**src/hdl/stt_pkg.sv**
```systemverilog
package stt_pkg;

	// width of byte counters, offsets and run lengths inside the scanner
	localparam int POS_BITS = 16;
	localparam int OUT_BITS = 16;
	localparam int KIND_BITS = 6;

	// token queue between scanner and output stage
	localparam int QUEUE_DEPTH = 4;
	localparam int QPTR_BITS = $clog2(QUEUE_DEPTH);

	// token kinds
	localparam logic [KIND_BITS-1:0] KIND_ID    = 6'd0;
	localparam logic [KIND_BITS-1:0] KIND_INT   = 6'd1;
	localparam logic [KIND_BITS-1:0] KIND_DEF   = 6'd2;
	localparam logic [KIND_BITS-1:0] KIND_WHILE = 6'd3;
	localparam logic [KIND_BITS-1:0] KIND_FOR   = 6'd4;
	localparam logic [KIND_BITS-1:0] KIND_LET   = 6'd5;
	localparam logic [KIND_BITS-1:0] KIND_RET   = 6'd6;
	localparam logic [KIND_BITS-1:0] KIND_IF    = 6'd7;
	localparam logic [KIND_BITS-1:0] KIND_ELIF  = 6'd8;
	localparam logic [KIND_BITS-1:0] KIND_ELSE  = 6'd9;
	localparam logic [KIND_BITS-1:0] KIND_MATCH = 6'd10;
	localparam logic [KIND_BITS-1:0] KIND_T0U   = 6'd11;
	localparam logic [KIND_BITS-1:0] KIND_T64I  = 6'd12;
	localparam logic [KIND_BITS-1:0] KIND_T64U  = 6'd13;
	localparam logic [KIND_BITS-1:0] KIND_T32I  = 6'd14;
	localparam logic [KIND_BITS-1:0] KIND_T32U  = 6'd15;
	localparam logic [KIND_BITS-1:0] KIND_T16I  = 6'd16;
	localparam logic [KIND_BITS-1:0] KIND_T16U  = 6'd17;
	localparam logic [KIND_BITS-1:0] KIND_T8I   = 6'd18;
	localparam logic [KIND_BITS-1:0] KIND_T8U   = 6'd19;
	localparam logic [KIND_BITS-1:0] KIND_T64F  = 6'd20;
	localparam logic [KIND_BITS-1:0] KIND_LPAR  = 6'd21;
	localparam logic [KIND_BITS-1:0] KIND_RPAR  = 6'd22;
	localparam logic [KIND_BITS-1:0] KIND_LBRC  = 6'd23;
	localparam logic [KIND_BITS-1:0] KIND_RBRC  = 6'd24;
	localparam logic [KIND_BITS-1:0] KIND_SEMI  = 6'd25;
	localparam logic [KIND_BITS-1:0] KIND_COLON = 6'd26;
	localparam logic [KIND_BITS-1:0] KIND_COMMA = 6'd27;
	localparam logic [KIND_BITS-1:0] KIND_ASSN  = 6'd28;
	localparam logic [KIND_BITS-1:0] KIND_EQ    = 6'd29;
	localparam logic [KIND_BITS-1:0] KIND_LT    = 6'd30;
	localparam logic [KIND_BITS-1:0] KIND_LE    = 6'd31;
	localparam logic [KIND_BITS-1:0] KIND_GT    = 6'd32;
	localparam logic [KIND_BITS-1:0] KIND_GE    = 6'd33;
	localparam logic [KIND_BITS-1:0] KIND_NOT   = 6'd34;
	localparam logic [KIND_BITS-1:0] KIND_NE    = 6'd35;
	localparam logic [KIND_BITS-1:0] KIND_PLUS  = 6'd36;
	localparam logic [KIND_BITS-1:0] KIND_INC   = 6'd37;
	localparam logic [KIND_BITS-1:0] KIND_MINUS = 6'd38;
	localparam logic [KIND_BITS-1:0] KIND_ARROW = 6'd39;
	localparam logic [KIND_BITS-1:0] KIND_DEC   = 6'd40;
	localparam logic [KIND_BITS-1:0] KIND_STAR  = 6'd41;
	localparam logic [KIND_BITS-1:0] KIND_AMP   = 6'd42;
	localparam logic [KIND_BITS-1:0] KIND_ERROR = 6'd43;

	// one token as delivered
	typedef struct packed {
		logic [KIND_BITS-1:0] kind;
		logic [OUT_BITS-1:0]  start;
		logic [OUT_BITS-1:0]  len;
	} token_t;

	// all tokens caused by one byte (one or two)
	typedef struct packed {
		token_t first;
		token_t second;
		logic   two;
	} group_t;

	// scanner to queue write port
	typedef struct packed {
		logic   valid;
		group_t grp;
	} push_t;

	// queue status seen by both sides
	typedef struct packed {
		logic full;
		logic empty;
	} qstat_t;

endpackage

```
**src/hdl/stt_in_if.sv**
```systemverilog
interface stt_in_if;
	import stt_pkg::*;

	logic       valid;
	logic       ready;
	logic [7:0] char_code;
	logic       end_of_text;

	modport source (output valid, output char_code, output end_of_text, input ready);
	modport sink (input valid, input char_code, input end_of_text, output ready);

endinterface

```
**src/hdl/stt_out_if.sv**
```systemverilog
interface stt_out_if;
	import stt_pkg::*;

	logic                 valid;
	logic                 ready;
	logic [KIND_BITS-1:0] token_kind;
	logic [OUT_BITS-1:0]  start_offset;
	logic [OUT_BITS-1:0]  token_length;
	logic                 last_of_run;

	modport source (output valid, output token_kind, output start_offset,
		output token_length, output last_of_run, input ready);
	modport sink (input valid, input token_kind, input start_offset,
		input token_length, input last_of_run, output ready);

endinterface

```
**src/hdl/stt_front.sv**
```systemverilog
module stt_front
	import stt_pkg::*;
(
	input  logic   clk,
	input  logic   arst_n,
	stt_in_if.sink text,
	input  qstat_t qstat,
	output push_t  push
);

	typedef enum logic [3:0] {
		MODE_IDLE   = 4'b0001,
		MODE_WORD   = 4'b0010,
		MODE_NUMBER = 4'b0100,
		MODE_OPER   = 4'b1000
	} mode_t;

	localparam int XW = (POS_BITS > OUT_BITS) ? POS_BITS : OUT_BITS;

	mode_t               mode_q, mode_n;
	logic [47:0]         word_q, word_n;
	logic [15:0]         digits_q, digits_n;
	logic [7:0]          pend_q, pend_n;
	logic [POS_BITS-1:0] start_q, start_n;
	logic [POS_BITS-1:0] run_q, run_n;
	logic [POS_BITS-1:0] pos_q, pos_n;

	logic       accept;
	logic [7:0] c;
	logic       is_let, is_dig, is_blank, is_pair;
	logic       do_idle;
	logic       va, vb, vc;
	token_t     ta, tb, tc;
	logic [6:0] type_res, pair_res;

	function automatic logic [POS_BITS-1:0] sat_inc(input logic [POS_BITS-1:0] v);
		return (v == '1) ? v : v + 1'b1;
	endfunction

	function automatic logic [OUT_BITS-1:0] clip(input logic [POS_BITS-1:0] v);
		logic [XW-1:0] x;
		x = XW'(v);
		if (x > XW'({OUT_BITS{1'b1}}))
			return '1;
		return x[OUT_BITS-1:0];
	endfunction

	// keyword lookup on the last six letters of a word
	function automatic logic [KIND_BITS-1:0] word_kind(input logic [47:0] w,
			input logic [POS_BITS-1:0] n);
		logic [KIND_BITS-1:0] k;
		k = KIND_ID;
		if (n == POS_BITS'(3) && w[23:0] == "def")
			k = KIND_DEF;
		else if (n == POS_BITS'(5) && w[39:0] == "while")
			k = KIND_WHILE;
		else if (n == POS_BITS'(3) && w[23:0] == "for")
			k = KIND_FOR;
		else if (n == POS_BITS'(3) && w[23:0] == "let")
			k = KIND_LET;
		else if (n == POS_BITS'(6) && w == "return")
			k = KIND_RET;
		else if (n == POS_BITS'(2) && w[15:0] == "if")
			k = KIND_IF;
		else if (n == POS_BITS'(4) && w[31:0] == "elif")
			k = KIND_ELIF;
		else if (n == POS_BITS'(4) && w[31:0] == "else")
			k = KIND_ELSE;
		else if (n == POS_BITS'(5) && w[39:0] == "match")
			k = KIND_MATCH;
		return k;
	endfunction

	// one-character operator, error for anything else
	function automatic logic [KIND_BITS-1:0] single_kind(input logic [7:0] ch);
		logic [KIND_BITS-1:0] k;
		unique case (ch)
			"(":     k = KIND_LPAR;
			")":     k = KIND_RPAR;
			"{":     k = KIND_LBRC;
			"}":     k = KIND_RBRC;
			";":     k = KIND_SEMI;
			":":     k = KIND_COLON;
			",":     k = KIND_COMMA;
			"=":     k = KIND_ASSN;
			"<":     k = KIND_LT;
			">":     k = KIND_GT;
			"!":     k = KIND_NOT;
			"+":     k = KIND_PLUS;
			"-":     k = KIND_MINUS;
			"*":     k = KIND_STAR;
			"&":     k = KIND_AMP;
			default: k = KIND_ERROR;
		endcase
		return k;
	endfunction

	// {hit, kind} for two-character operators
	function automatic logic [6:0] pair_kind(input logic [7:0] a, input logic [7:0] b);
		logic [6:0] r;
		r = '0;
		if (a == "=" && b == "=")
			r = {1'b1, KIND_EQ};
		else if (a == "<" && b == "=")
			r = {1'b1, KIND_LE};
		else if (a == ">" && b == "=")
			r = {1'b1, KIND_GE};
		else if (a == "!" && b == "=")
			r = {1'b1, KIND_NE};
		else if (a == "+" && (b == "=" || b == "+"))
			r = {1'b1, KIND_INC};
		else if (a == "-" && b == ">")
			r = {1'b1, KIND_ARROW};
		else if (a == "-" && (b == "-" || b == "="))
			r = {1'b1, KIND_DEC};
		return r;
	endfunction

	// {hit, kind} for a digit run closed by a type letter
	function automatic logic [6:0] type_kind(input logic [15:0] d, input logic [7:0] l,
			input logic [POS_BITS-1:0] n);
		logic [6:0]  r;
		logic [15:0] k2;
		logic [23:0] k3;
		r = '0;
		k2 = {d[7:0], l};
		k3 = {d, l};
		if (n == POS_BITS'(1)) begin
			if (k2 == "0U")
				r = {1'b1, KIND_T0U};
			else if (k2 == "8I")
				r = {1'b1, KIND_T8I};
			else if (k2 == "8U")
				r = {1'b1, KIND_T8U};
		end else if (n == POS_BITS'(2)) begin
			if (k3 == "64I")
				r = {1'b1, KIND_T64I};
			else if (k3 == "64U")
				r = {1'b1, KIND_T64U};
			else if (k3 == "32I")
				r = {1'b1, KIND_T32I};
			else if (k3 == "32U")
				r = {1'b1, KIND_T32U};
			else if (k3 == "16I")
				r = {1'b1, KIND_T16I};
			else if (k3 == "16U")
				r = {1'b1, KIND_T16U};
			else if (k3 == "64F")
				r = {1'b1, KIND_T64F};
		end
		return r;
	endfunction

	assign text.ready = !qstat.full;
	assign accept = text.valid && text.ready;
	assign c = text.char_code;

	// byte classes
	assign is_let = (c >= "A" && c <= "Z") || (c >= "a" && c <= "z");
	assign is_dig = (c >= "0" && c <= "9");
	assign is_blank = (c == 8'h0A) || (c == 8'h0D) || (c == " ") || (c == 8'h09);
	assign is_pair = (c == "=") || (c == "<") || (c == ">") || (c == "!") ||
		(c == "+") || (c == "-");

	assign type_res = type_kind(digits_q, c, run_q);
	assign pair_res = pair_kind(pend_q, c);

	// next scanner state and the tokens of this byte, in order ta, tb, tc
	always_comb begin
		mode_n = mode_q;
		word_n = word_q;
		digits_n = digits_q;
		pend_n = pend_q;
		start_n = start_q;
		run_n = run_q;
		pos_n = pos_q;
		do_idle = 1'b0;
		va = 1'b0;
		vb = 1'b0;
		vc = 1'b0;
		ta = '0;
		tb = '0;
		tc = '0;

		unique case (mode_q)
			MODE_WORD: begin
				if (is_let) begin
					word_n = {word_q[39:0], c};
					run_n = sat_inc(run_q);
				end else begin
					va = 1'b1;
					ta = '{word_kind(word_q, run_q), clip(start_q), clip(run_q)};
					do_idle = 1'b1;
				end
			end
			MODE_NUMBER: begin
				if (is_dig) begin
					digits_n = {digits_q[7:0], c};
					run_n = sat_inc(run_q);
				end else if (is_let && type_res[6]) begin
					va = 1'b1;
					ta = '{type_res[5:0], clip(start_q), clip(sat_inc(run_q))};
					mode_n = MODE_IDLE;
				end else begin
					va = 1'b1;
					ta = '{KIND_INT, clip(start_q), clip(run_q)};
					do_idle = 1'b1;
				end
			end
			MODE_OPER: begin
				va = 1'b1;
				if (pair_res[6]) begin
					ta = '{pair_res[5:0], clip(start_q), OUT_BITS'(2)};
					mode_n = MODE_IDLE;
				end else begin
					ta = '{single_kind(pend_q), clip(start_q), OUT_BITS'(1)};
					do_idle = 1'b1;
				end
			end
			default: do_idle = 1'b1;
		endcase

		// a byte seen with nothing pending
		if (do_idle) begin
			mode_n = MODE_IDLE;
			if (is_blank) begin
				mode_n = MODE_IDLE;
			end else if (is_let) begin
				mode_n = MODE_WORD;
				word_n = 48'(c);
				start_n = pos_q;
				run_n = POS_BITS'(1);
			end else if (is_dig) begin
				mode_n = MODE_NUMBER;
				digits_n = 16'(c);
				start_n = pos_q;
				run_n = POS_BITS'(1);
			end else if (is_pair) begin
				mode_n = MODE_OPER;
				pend_n = c;
				start_n = pos_q;
				run_n = POS_BITS'(1);
			end else begin
				vb = 1'b1;
				tb = '{single_kind(c), clip(pos_q), OUT_BITS'(1)};
			end
		end

		// end of text flushes whatever is pending
		if (text.end_of_text) begin
			unique case (mode_n)
				MODE_WORD: begin
					vc = 1'b1;
					tc = '{word_kind(word_n, run_n), clip(start_n), clip(run_n)};
				end
				MODE_NUMBER: begin
					vc = 1'b1;
					tc = '{KIND_INT, clip(start_n), clip(run_n)};
				end
				MODE_OPER: begin
					vc = 1'b1;
					tc = '{single_kind(pend_n), clip(start_n), OUT_BITS'(1)};
				end
				default: vc = 1'b0;
			endcase
			mode_n = MODE_IDLE;
			pos_n = '0;
		end else begin
			pos_n = sat_inc(pos_q);
		end
	end

	// pack up to two tokens into one queue entry
	always_comb begin
		push.valid = accept && (va || vb || vc);
		push.grp.first = va ? ta : (vb ? tb : tc);
		push.grp.second = (va && vb) ? tb : tc;
		push.grp.two = (2'(va) + 2'(vb) + 2'(vc)) == 2'd2;
	end

	// scanner state
	always_ff @(posedge clk or negedge arst_n) begin
		if (!arst_n) begin
			mode_q <= MODE_IDLE;
			word_q <= '0;
			digits_q <= '0;
			pend_q <= '0;
			start_q <= '0;
			run_q <= '0;
			pos_q <= '0;
		end else if (accept) begin
			mode_q <= mode_n;
			word_q <= word_n;
			digits_q <= digits_n;
			pend_q <= pend_n;
			start_q <= start_n;
			run_q <= run_n;
			pos_q <= pos_n;
		end
	end

endmodule

```
**src/hdl/stt_queue.sv**
```systemverilog
module stt_queue
	import stt_pkg::*;
(
	input  logic   clk,
	input  logic   arst_n,
	input  push_t  push,
	input  logic   pop,
	output group_t head,
	output qstat_t qstat
);

	group_t               mem_q [QUEUE_DEPTH];
	logic [QPTR_BITS-1:0] wr_q, rd_q;
	logic [QPTR_BITS:0]   cnt_q;
	logic                 do_push, do_pop;

	assign qstat.full = (cnt_q == (QPTR_BITS+1)'(QUEUE_DEPTH));
	assign qstat.empty = (cnt_q == '0);
	assign do_push = push.valid && !qstat.full;
	assign do_pop = pop && !qstat.empty;
	assign head = mem_q[rd_q];

	// entry storage
	always_ff @(posedge clk) begin
		if (do_push)
			mem_q[wr_q] <= push.grp;
	end

	// pointers and fill count
	always_ff @(posedge clk or negedge arst_n) begin
		if (!arst_n) begin
			wr_q <= '0;
			rd_q <= '0;
			cnt_q <= '0;
		end else begin
			if (do_push)
				wr_q <= wr_q + 1'b1;
			if (do_pop)
				rd_q <= rd_q + 1'b1;
			if (do_push && !do_pop)
				cnt_q <= cnt_q + 1'b1;
			else if (do_pop && !do_push)
				cnt_q <= cnt_q - 1'b1;
		end
	end

endmodule

```
**src/hdl/stt_back.sv**
```systemverilog
module stt_back
	import stt_pkg::*;
(
	input  logic       clk,
	input  logic       arst_n,
	input  group_t     head,
	input  qstat_t     qstat,
	output logic       pop,
	stt_out_if.source  tokens
);

	group_t cur_q;
	logic   vld_q;
	logic   sel_q;
	logic   take, load;
	token_t tok;

	assign take = vld_q && tokens.ready;
	assign load = !vld_q || (take && (!cur_q.two || sel_q));
	assign pop = load && !qstat.empty;

	// present the selected token of the current entry
	assign tok = sel_q ? cur_q.second : cur_q.first;
	assign tokens.valid = vld_q;
	assign tokens.token_kind = tok.kind;
	assign tokens.start_offset = tok.start;
	assign tokens.token_length = tok.len;
	assign tokens.last_of_run = !cur_q.two || sel_q;

	// entry payload
	always_ff @(posedge clk) begin
		if (load)
			cur_q <= head;
	end

	// output control
	always_ff @(posedge clk or negedge arst_n) begin
		if (!arst_n) begin
			vld_q <= 1'b0;
			sel_q <= 1'b0;
		end else if (load) begin
			vld_q <= !qstat.empty;
			sel_q <= 1'b0;
		end else if (take) begin
			sel_q <= 1'b1;
		end
	end

endmodule

```
**src/hdl/source_text_tokenizer.sv**
```systemverilog
// Streaming tokenizer for source text.
// Input channel "text" carries one byte (char_code) per item plus end_of_text,
// which marks the last byte of a text and flushes any pending token.
// Output channel "tokens" carries one token per item: kind, start offset,
// length, and last_of_run, which is set on the final token a byte caused.
// Both channels move an item when valid and ready are high at a clock edge.
// Throughput: one byte per cycle while the token queue is not full. A byte
// yields zero, one or two tokens; a byte with two tokens presents them on
// the output one after the other. A completed token passes through the token
// queue and then the output register. Tokens that need lookahead (words,
// numbers, operator pairs) complete on the following byte or on end_of_text.
// A four-entry token queue sits between the scanner and the output register;
// the scanner drops ready only while that queue is full, so a stalled
// receiver back-pressures the input once four byte groups wait in the queue.
// Reset (arst_n low) returns the scanner to idle at offset zero and empties
// the queue and the output register.
module source_text_tokenizer
	import stt_pkg::*;
(
	input  logic      clk,
	input  logic      arst_n,
	stt_in_if.sink    text,
	stt_out_if.source tokens
);

	push_t  push;
	qstat_t qstat;
	group_t head;
	logic   pop;

	stt_front u_front (
		.clk    (clk),
		.arst_n (arst_n),
		.text   (text),
		.qstat  (qstat),
		.push   (push)
	);

	stt_queue u_queue (
		.clk    (clk),
		.arst_n (arst_n),
		.push   (push),
		.pop    (pop),
		.head   (head),
		.qstat  (qstat)
	);

	stt_back u_back (
		.clk    (clk),
		.arst_n (arst_n),
		.head   (head),
		.qstat  (qstat),
		.pop    (pop),
		.tokens (tokens)
	);

endmodule

```
**src/flat_wrapper.sv**
```systemverilog
// flat-port wrapper written by rule: the top's interface ports become plain ports
module source_text_tokenizer_flat import stt_pkg::*;
  (clk, arst_n, text_valid, text_char_code, text_end_of_text, text_ready, tokens_valid, tokens_token_kind, tokens_start_offset, tokens_token_length, tokens_last_of_run, tokens_ready);
  stt_in_if text_i ();
  stt_out_if tokens_i ();
  input  logic clk;
  input  logic arst_n;
  input wire logic [$bits(text_i.valid)-1:0] text_valid;
  input wire logic [$bits(text_i.char_code)-1:0] text_char_code;
  input wire logic [$bits(text_i.end_of_text)-1:0] text_end_of_text;
  output wire logic [$bits(text_i.ready)-1:0] text_ready;
  output wire logic [$bits(tokens_i.valid)-1:0] tokens_valid;
  output wire logic [$bits(tokens_i.token_kind)-1:0] tokens_token_kind;
  output wire logic [$bits(tokens_i.start_offset)-1:0] tokens_start_offset;
  output wire logic [$bits(tokens_i.token_length)-1:0] tokens_token_length;
  output wire logic [$bits(tokens_i.last_of_run)-1:0] tokens_last_of_run;
  input wire logic [$bits(tokens_i.ready)-1:0] tokens_ready;
  assign text_i.valid = text_valid;
  assign text_i.char_code = text_char_code;
  assign text_i.end_of_text = text_end_of_text;
  assign text_ready = text_i.ready;
  assign tokens_valid = tokens_i.valid;
  assign tokens_token_kind = tokens_i.token_kind;
  assign tokens_start_offset = tokens_i.start_offset;
  assign tokens_token_length = tokens_i.token_length;
  assign tokens_last_of_run = tokens_i.last_of_run;
  assign tokens_i.ready = tokens_ready;
  source_text_tokenizer u_core (.clk(clk), .arst_n(arst_n), .text(text_i), .tokens(tokens_i));
endmodule
```
**config.mk**
```make
export PLATFORM = sky130hd
export DESIGN_NAME = source_text_tokenizer_flat
export DESIGN_NICKNAME = d
export VERILOG_FILES = /design/src/hdl/stt_pkg.sv /design/src/hdl/stt_in_if.sv /design/src/hdl/stt_out_if.sv /design/src/hdl/stt_front.sv /design/src/hdl/stt_queue.sv /design/src/hdl/stt_back.sv /design/src/hdl/source_text_tokenizer.sv /design/src/flat_wrapper.sv
export SDC_FILE = /design/constraint.sdc
export NUM_CORES = 1
export LEC_CHECK = 0
export BUFFER_PORTS_ARGS = -buffer_cell sky130_fd_sc_hd__buf_2
export CORE_MARGIN = 4
export CORE_UTILIZATION = 50
export CTS_CLUSTER_SIZE = 20
export DETAILED_ROUTE_END_ITERATION = 8
export PLACE_DENSITY = 0.66
export SYNTH_ARGS = -nofsm -noshare
export SYNTH_HDL_FRONTEND = slang
export SYNTH_SLANG_ARGS = --single-unit
```
**constraint.sdc**
```tcl
create_clock -name clk -period 11.2 [get_ports clk]
set_input_delay 1.12 -clock clk [delete_from_list [all_inputs] [get_ports clk]]
set_output_delay 1.12 -clock clk [all_outputs]
set_load 0.02 [all_outputs]
```
After elaboration in Yosys (flattened, before gate mapping)

Memories as Yosys holds them, arrays and structs flattened. A register that Yosys moved wholly into a read port is not among the register bits.
Index checks and enable logic that the tools add are counted.

Flip-flop bits (word level): 133
RAM bits: 308
Output and inout port bits: 41
Logic and storage cells: 376
Bits of input ports: 13
Memories kept: 1

Memories:

| memory               | words | bits a word | read ports | clocked after Yosys merged registers in | write ports | line            | RTL |
|---|---|---|---|---|---|---|---|
| u_core.u_queue.mem_q | 4     | 77          | 1          | 1                                       | 1           | stt_queue.sv:12 | `group_t mem_q [QUEUE_DEPTH];` |

Eq/ne operators: 99
$lt $le $gt $ge: 12
Add/subtract/negate cells: 8
Multiplexer cells: 179
Reduce and logical (&&, ||, !) cells: 65

Operator list:

| operator                | count |
|---|---|
| $mux W16                | 41 |
| $mux W38                | 13 |
| $eq A8 B6 Y1 const B    | 40 |
| $pmux W6 S15            | 3 |
| $mux W48                | 5 |
| $pmux W38 S3            | 2 |
| $eq A24 B22 Y1 const B  | 7 |
| $eq A40 B39 Y1 const B  | 4 |
| $eq A24 B23 Y1 const B  | 6 |
| $mux W7                 | 19 |
| $eq A32 B31 Y1 const B  | 4 |
| $mux W4                 | 27 |
| $eq A16 B3 Y1 const B   | 6 |
| $eq A48 B47 Y1 const B  | 2 |
| $gt A16 B16 Y1 const B  | 6 |
| $eq A16 B2 Y1 const B   | 4 |
| $mux W1                 | 57 |
| $eq A16 B14 Y1 const B  | 3 |
| $eq A8 B7 Y1 const B    | 6 |
| $mux W8                 | 5 |
| $logic_and A1 B1 Y1     | 39 |
| $mux W36                | 1 |
| $add A16 B1 Y16 const B | 2 |
| $eq A16 B15 Y1 const B  | 2 |
| other kinds (28)        | 59 |

Depth between registers and ports, before layout

Depth in word-level cells: 30
Gate-level depth with buffers: 18
Depth with buffers taken out: 18

By module

Synthesis repeated with hierarchy kept, for this count alone.

Cell total of the unflattened synthesis: 1,734
Area total of the unflattened synthesis: 24,205.7 um2

By module, submodules not included:

| module    | seq. area each (um2) | times used | area each (um2) | cells an instance |
|---|---|---|---|---|
| stt_queue | 9,424.0              | 1          | 11,529.8        | 439 |
| stt_front | 3,104.2              | 1          | 9,750.6         | 1,163 |
| stt_back  | 2,362.3              | 1          | 2,925.3         | 132 |

Worst setup path before layout

No wires, ideal clock.

Path type: input port to flip-flop
Start point: input text_char_code[1]
End point: memory u_core.u_queue.mem_q[0][0] (netlist name) (enable)
Slack: 5,504 ps
Library setup time: 444 ps
Required time: 10,756 ps
Stages: 13
Buffers on the path: 2
Data arrival time: 5,253 ps
Cell sequence: clkbuf_1 -> clkbuf_1 -> nand2b_1 -> a211o_1 -> nor3_1 -> or2_2 -> a31oi_1 -> o21ba_2 -> or3_1 -> and2_4 -> inv_2 -> a21oi_1 -> and2_1

Longest elaborated chain between the ends: 24
Elaborated cells between the ends (all ways): 100
Classes of those cells: order compare: 6; eq/ne: 23; mux: 44; reduce/logical: 27

RTL lines:

| what                              | line              | RTL |
|---|---|---|
| from (decl)                       | flat_wrapper.sv:9 | `input wire logic [$bits(text_i.char_code)-1:0] text_char_code;` |
| $eq A24 B22 Y1                    | stt_front.sv:148  | `else if (k3 == "64F")` |
| $mux W7                           | stt_front.sv:148  |  |
| $mux W7                           | stt_front.sv:146  | `else if (k3 == "16U")` |
| $mux W7                           | stt_front.sv:144  | `else if (k3 == "16I")` |
| $mux W7                           | stt_front.sv:142  | `else if (k3 == "32U")` |
| $mux W7                           | stt_front.sv:140  | `else if (k3 == "32I")` |
| $mux W7                           | stt_front.sv:138  | `else if (k3 == "64U")` |
| $mux W7                           | stt_front.sv:136  | `if (k3 == "64I")` |
| (+9 left out)                     | --                |  |
| $mux W1                           | stt_front.sv:251  | `unique case (mode_n)` |
| $mux W1                           | stt_front.sv:250  | `if (text.end_of_text) begin` |
| $logic_or A1 B1 Y1 (*)            | stt_front.sv:275  | `push.valid = accept && (va \|\| vb \|\| vc);` |
| $logic_and A1 B1 Y1 (*)           | stt_front.sv:275  |  |
| $logic_and A1 B1 Y1 (*)           | stt_queue.sv:19   | `assign do_push = push.valid && !qstat.full;` |
| via u_core.u_queue.do_push        | stt_queue.sv:15   | `logic do_push, do_pop;` |
| $mux W1 (*)                       | stt_queue.sv:25   | `if (do_push)` |
| $mux W1 (implied by the code) (*) | stt_queue.sv:26   | `mem_q[wr_q] <= push.grp;` |
| to (decl)                         | stt_queue.sv:12   |  |

Mark *: on every way through the listed nets, which the timed path passes. The rest lies on a longest branch.

Worst setup path in the final report

Start point: input text_char_code[3]
End point: memory u_core.u_queue.mem_q[2][44] (netlist name) (enable)

The elaborated chain is that of the path after synthesis.

==> results by group <==
Outcome
  – Status: completed

Floorplan
  – Row cnt: 79
  – Core Region: 46,560 um^2
  – Num ports: 54
  – Die height: 225.0 um
  – Die area: 50,640 um^2
  – Die span in x: 225.0 um
  – Initial Util: 0.5059

Detailed routing
  – Via Count: 14,880
  – 1st-iter DRT viols: 1,468
  – First-pass DRT Iterations: 5
  – Antenna-violating nets left: 0
  – Vias per cell: 6.243
  – DR WL met3: 3010 um
  – Top Layer Used: met4
  – Remaining routing DRC violations: 0
  – WL met1: 24,050 um
  – WL per Instance: 23.32 um
  – Met2 Wirelength: 26,870 um
  – Total Wirelength: 55,570 um

Synth
  – Top_reg_cell synth: edfxtp_1
  – Seq/Total Area, Yosys: 0.6322
  – Fraction of registers with async set/reset: 0.2568
  – Post-synth cell types: 87
  – Syn_nets: 1,740
  – Synthesis warning total: 0
  – Synth Register Bits: 518
  – Mapped Area: 23,550 um^2
  – Cell count after synthesis: 1,715
  – Post-synth EDFFs: 385
  – Syn Area/Cell: 13.73 um^2

Power
  – Pleak: 9.050 nW
  – Power Dens Cells: 222.5 nW/um^2
  – Total power: 0.005805 W
  – VDD IR-drop max: 143.4 uV

Placement
  – Port Buffers: 53
  – Routability Congestion: 0.9190
  – Post-DP HPWL: 36,370 um

Clock tree
  – H-tree levels: 2
  – Clk slew on worst S/H paths: 0.06 ns
  – Post-CTS Hold Fix Bufs: 0
  – Clk sink count: 518
  – Cells resized by post-CTS repair: 0
  – CTS tree: built
  – Worst skew pair latency: 0.60 ns
  – CTS Root Cell: clkbuf_16
  – Post-CTS Setup Bufs: 0
  – Num CTS Buffers: 52
  – CTS max path bufs: 3

Worst setup path
  – Crit path arrival time: 6.19 ns
  – Crit. End Element: flop
  – FF-to-FF End: u_core.u_queue.mem_q[2][44]
  – Startpoint types: input pin
  – CP max stage cell: o41a_1
  – Reg-to-Reg Start: u_core.u_front.pend_q[2]
  – Worst Reg-to-Reg Cells: 12
  – CP cell instances: buf_2 > or3_1 > o221a_2 > nand2_1 > a22o_1 > o41a_1 > or3_1 > and2_4 > inv_2 > a21oi_1 > and2_4 > buf_4
  – Reg-to-reg slack, setup: 5.76 ns
  – CP endpoint: u_core.u_queue.mem_q[2][44]
  – CP Max Fanout: 48
  – Start point of the critical path: text_char_code[3]
  – Worst EP required: 11.42 ns
  – CP Class: in -> reg
  – CP max stage delay: 0.70 ns

Timing
  – Setup TNS: 0 ns
  – Clk_skew: 0.02194 ns
  – Final Hold Vio Count: 0
  – Worst-Margin Slew: 1.068 ns
  – Tcrit/Tclk final: 0.5328
  – Tmin final: 5.968 ns
  – Slew headroom: 0.2857
  – Unrepaired setup endpoints after global routing: no
  – Fin. max-slew vios: 0
  – Final setup fails: 0
  – Max Freq: 167.6 MHz

Flow run
  – Max-Cap Viols: 0

Final layout
  – NumNets Final: 1,758
  – Most frequent cells in the layout: 385 x edfxtp_1, 129 x nand2_1, 129 x dfrtp_1, 111 x nor2_1, 77 x mux4_2
  – Commonest non-fill, non-tap cell in the layout: edfxtp_1
  – Share of cells above drive strength 1: 0.1943
  – N_diodes: 0
  – Area delta synth->final: 10.77%

GRT
  – First-pass GRT wire length: 87,260 um
  – Initial antenna violation count: 0
  – Tot GR Track Use: 0.2195
  – Largest net degree at the start of global routing: 76
  – Vias in the first global route: 14,970
  – GR Overflow Total: 0

Worst hold path
  – Hold Path Class: reg -> reg
[sequential cells by signal, summed over array words and instances, names as in the netlist, 3 cells and up]
name,flops
u_core.u_front.pos_q,16
u_core.u_front.run_q,16
u_core.u_front.digits_q,16
u_core.u_front.start_q,16
u_core.u_back.cur_q,77
u_core.u_front.word_q,48
u_core.u_queue.mem_q,308
u_core.u_front.mode_q,4
u_core.u_front.pend_q,8
u_core.u_queue.cnt_q,3
[logic make-up after synthesis]
group                    after synthesis  share of synthesized area
multiplexers                         154                     0.1099
adder cells (fa/ha/maj)               12                   0.007012
AND/OR/NAND/NOR                      566                     0.1265
buffers and inverters                135                    0.02242
flip-flops                           518                     0.6322
XOR/XNOR                              30                    0.01116
AO/OA/AOI/OAI                        300                    0.09084
[through the flow]
step | instances | utilization | setup WS (ns) | instance area, um^2 | hold WS [ns]
after floorplan | 1715 | - | 5.504 | 23550 | 0.4413
after global placement | 2286 | 0.5227 | 4.810 | 24340 | 0.4606
after detailed placement | 2286 | 0.5227 | 4.656 | 24340 | 0.4709
after CTS | 2383 | 0.5604 | 5.285 | 26090 | 0.4856
after global routing | 2383 | 0.5604 | 4.931 | 26090 | 0.5004
final | 2383 | 0.5604 | 5.232 | 26090 | 0.4843
[worst min path at each step]
stage	startpoint	endpoint	slack [ns]	cells past startpoint
floorplan	u_core.u_front.digits_q[13]	u_core.u_front.digits_q[13]	0.44	2
global placement	u_core.u_front.digits_q[12]	u_core.u_front.digits_q[12]	0.46	2
detailed placement	u_core.u_front.digits_q[15]	u_core.u_front.digits_q[15]	0.47	2
CTS	u_core.u_front.digits_q[15]	u_core.u_front.digits_q[15]	0.49	2
global route	u_core.u_front.digits_q[15]	u_core.u_front.digits_q[15]	0.50	2
finish	u_core.u_front.digits_q[15]	u_core.u_front.digits_q[15]	0.48	2
[final cells by class]
class                           count  area [um^2]
Multi-Input combinational cell   1062         8154
Clock inverter                     35        365.4
Tap cell                          607        759.5
Inverter                           25        93.84
Clock buffer                       62         1389
Timing Repair Buffer               74        429.2
Fill cell                        3796        20470
Sequential cell                   518        14900
[metal layers]
metal,vias to the layer above,track usage
li1,6724,-
met1,7581,0.3092
met2,464,0.3568
met3,108,0.03556
met4,0,0.06719
met5,-,0
[Yosys cell counts (13+ instances only)]
cell | instances | area [um^2]
a21o_1 | 13 | 97.59
a21oi_1 | 42 | 210.2
a22o_1 | 76 | 665.6
a31oi_1 | 16 | 100.1
and2_1 | 21 | 131.4
buf_1 | 17 | 63.81
clkbuf_1 | 86 | 322.8
dfrtp_1 | 132 | 3303
edfxtp_1 | 385 | 11560
inv_1 | 24 | 90.09
mux2_2 | 66 | 743.2
mux4_2 | 77 | 1734
nand2_1 | 130 | 488.0
nand2b_1 | 27 | 168.9
nand3_1 | 46 | 230.2
nand3b_1 | 13 | 97.59
nand4_1 | 31 | 193.9
nor2_1 | 112 | 420.4
nor2b_1 | 13 | 81.33
nor3_1 | 47 | 235.2
nor4_1 | 29 | 181.4
o21ai_0 | 60 | 300.3
o31ai_1 | 13 | 97.59
or3_1 | 20 | 125.1
xnor2_1 | 19 | 166.4
[worst max-delay path: cells and delay by family]
family          cells  cell delay [ns]
buf+inv             3             1.04
compound gates      4             1.82
simple gates        5             2.14
[power by group]
| group | internal (W) | switching (W) |
|---|---|---|
| Sequential | 0.00253 | 0.000213 |
| Clock | 0.00103 | 0.000728 |
| Combinational | 0.000562 | 0.000739 |
| Total | 0.00412 | 0.00168 |
(Power assumes the default switching activity.)
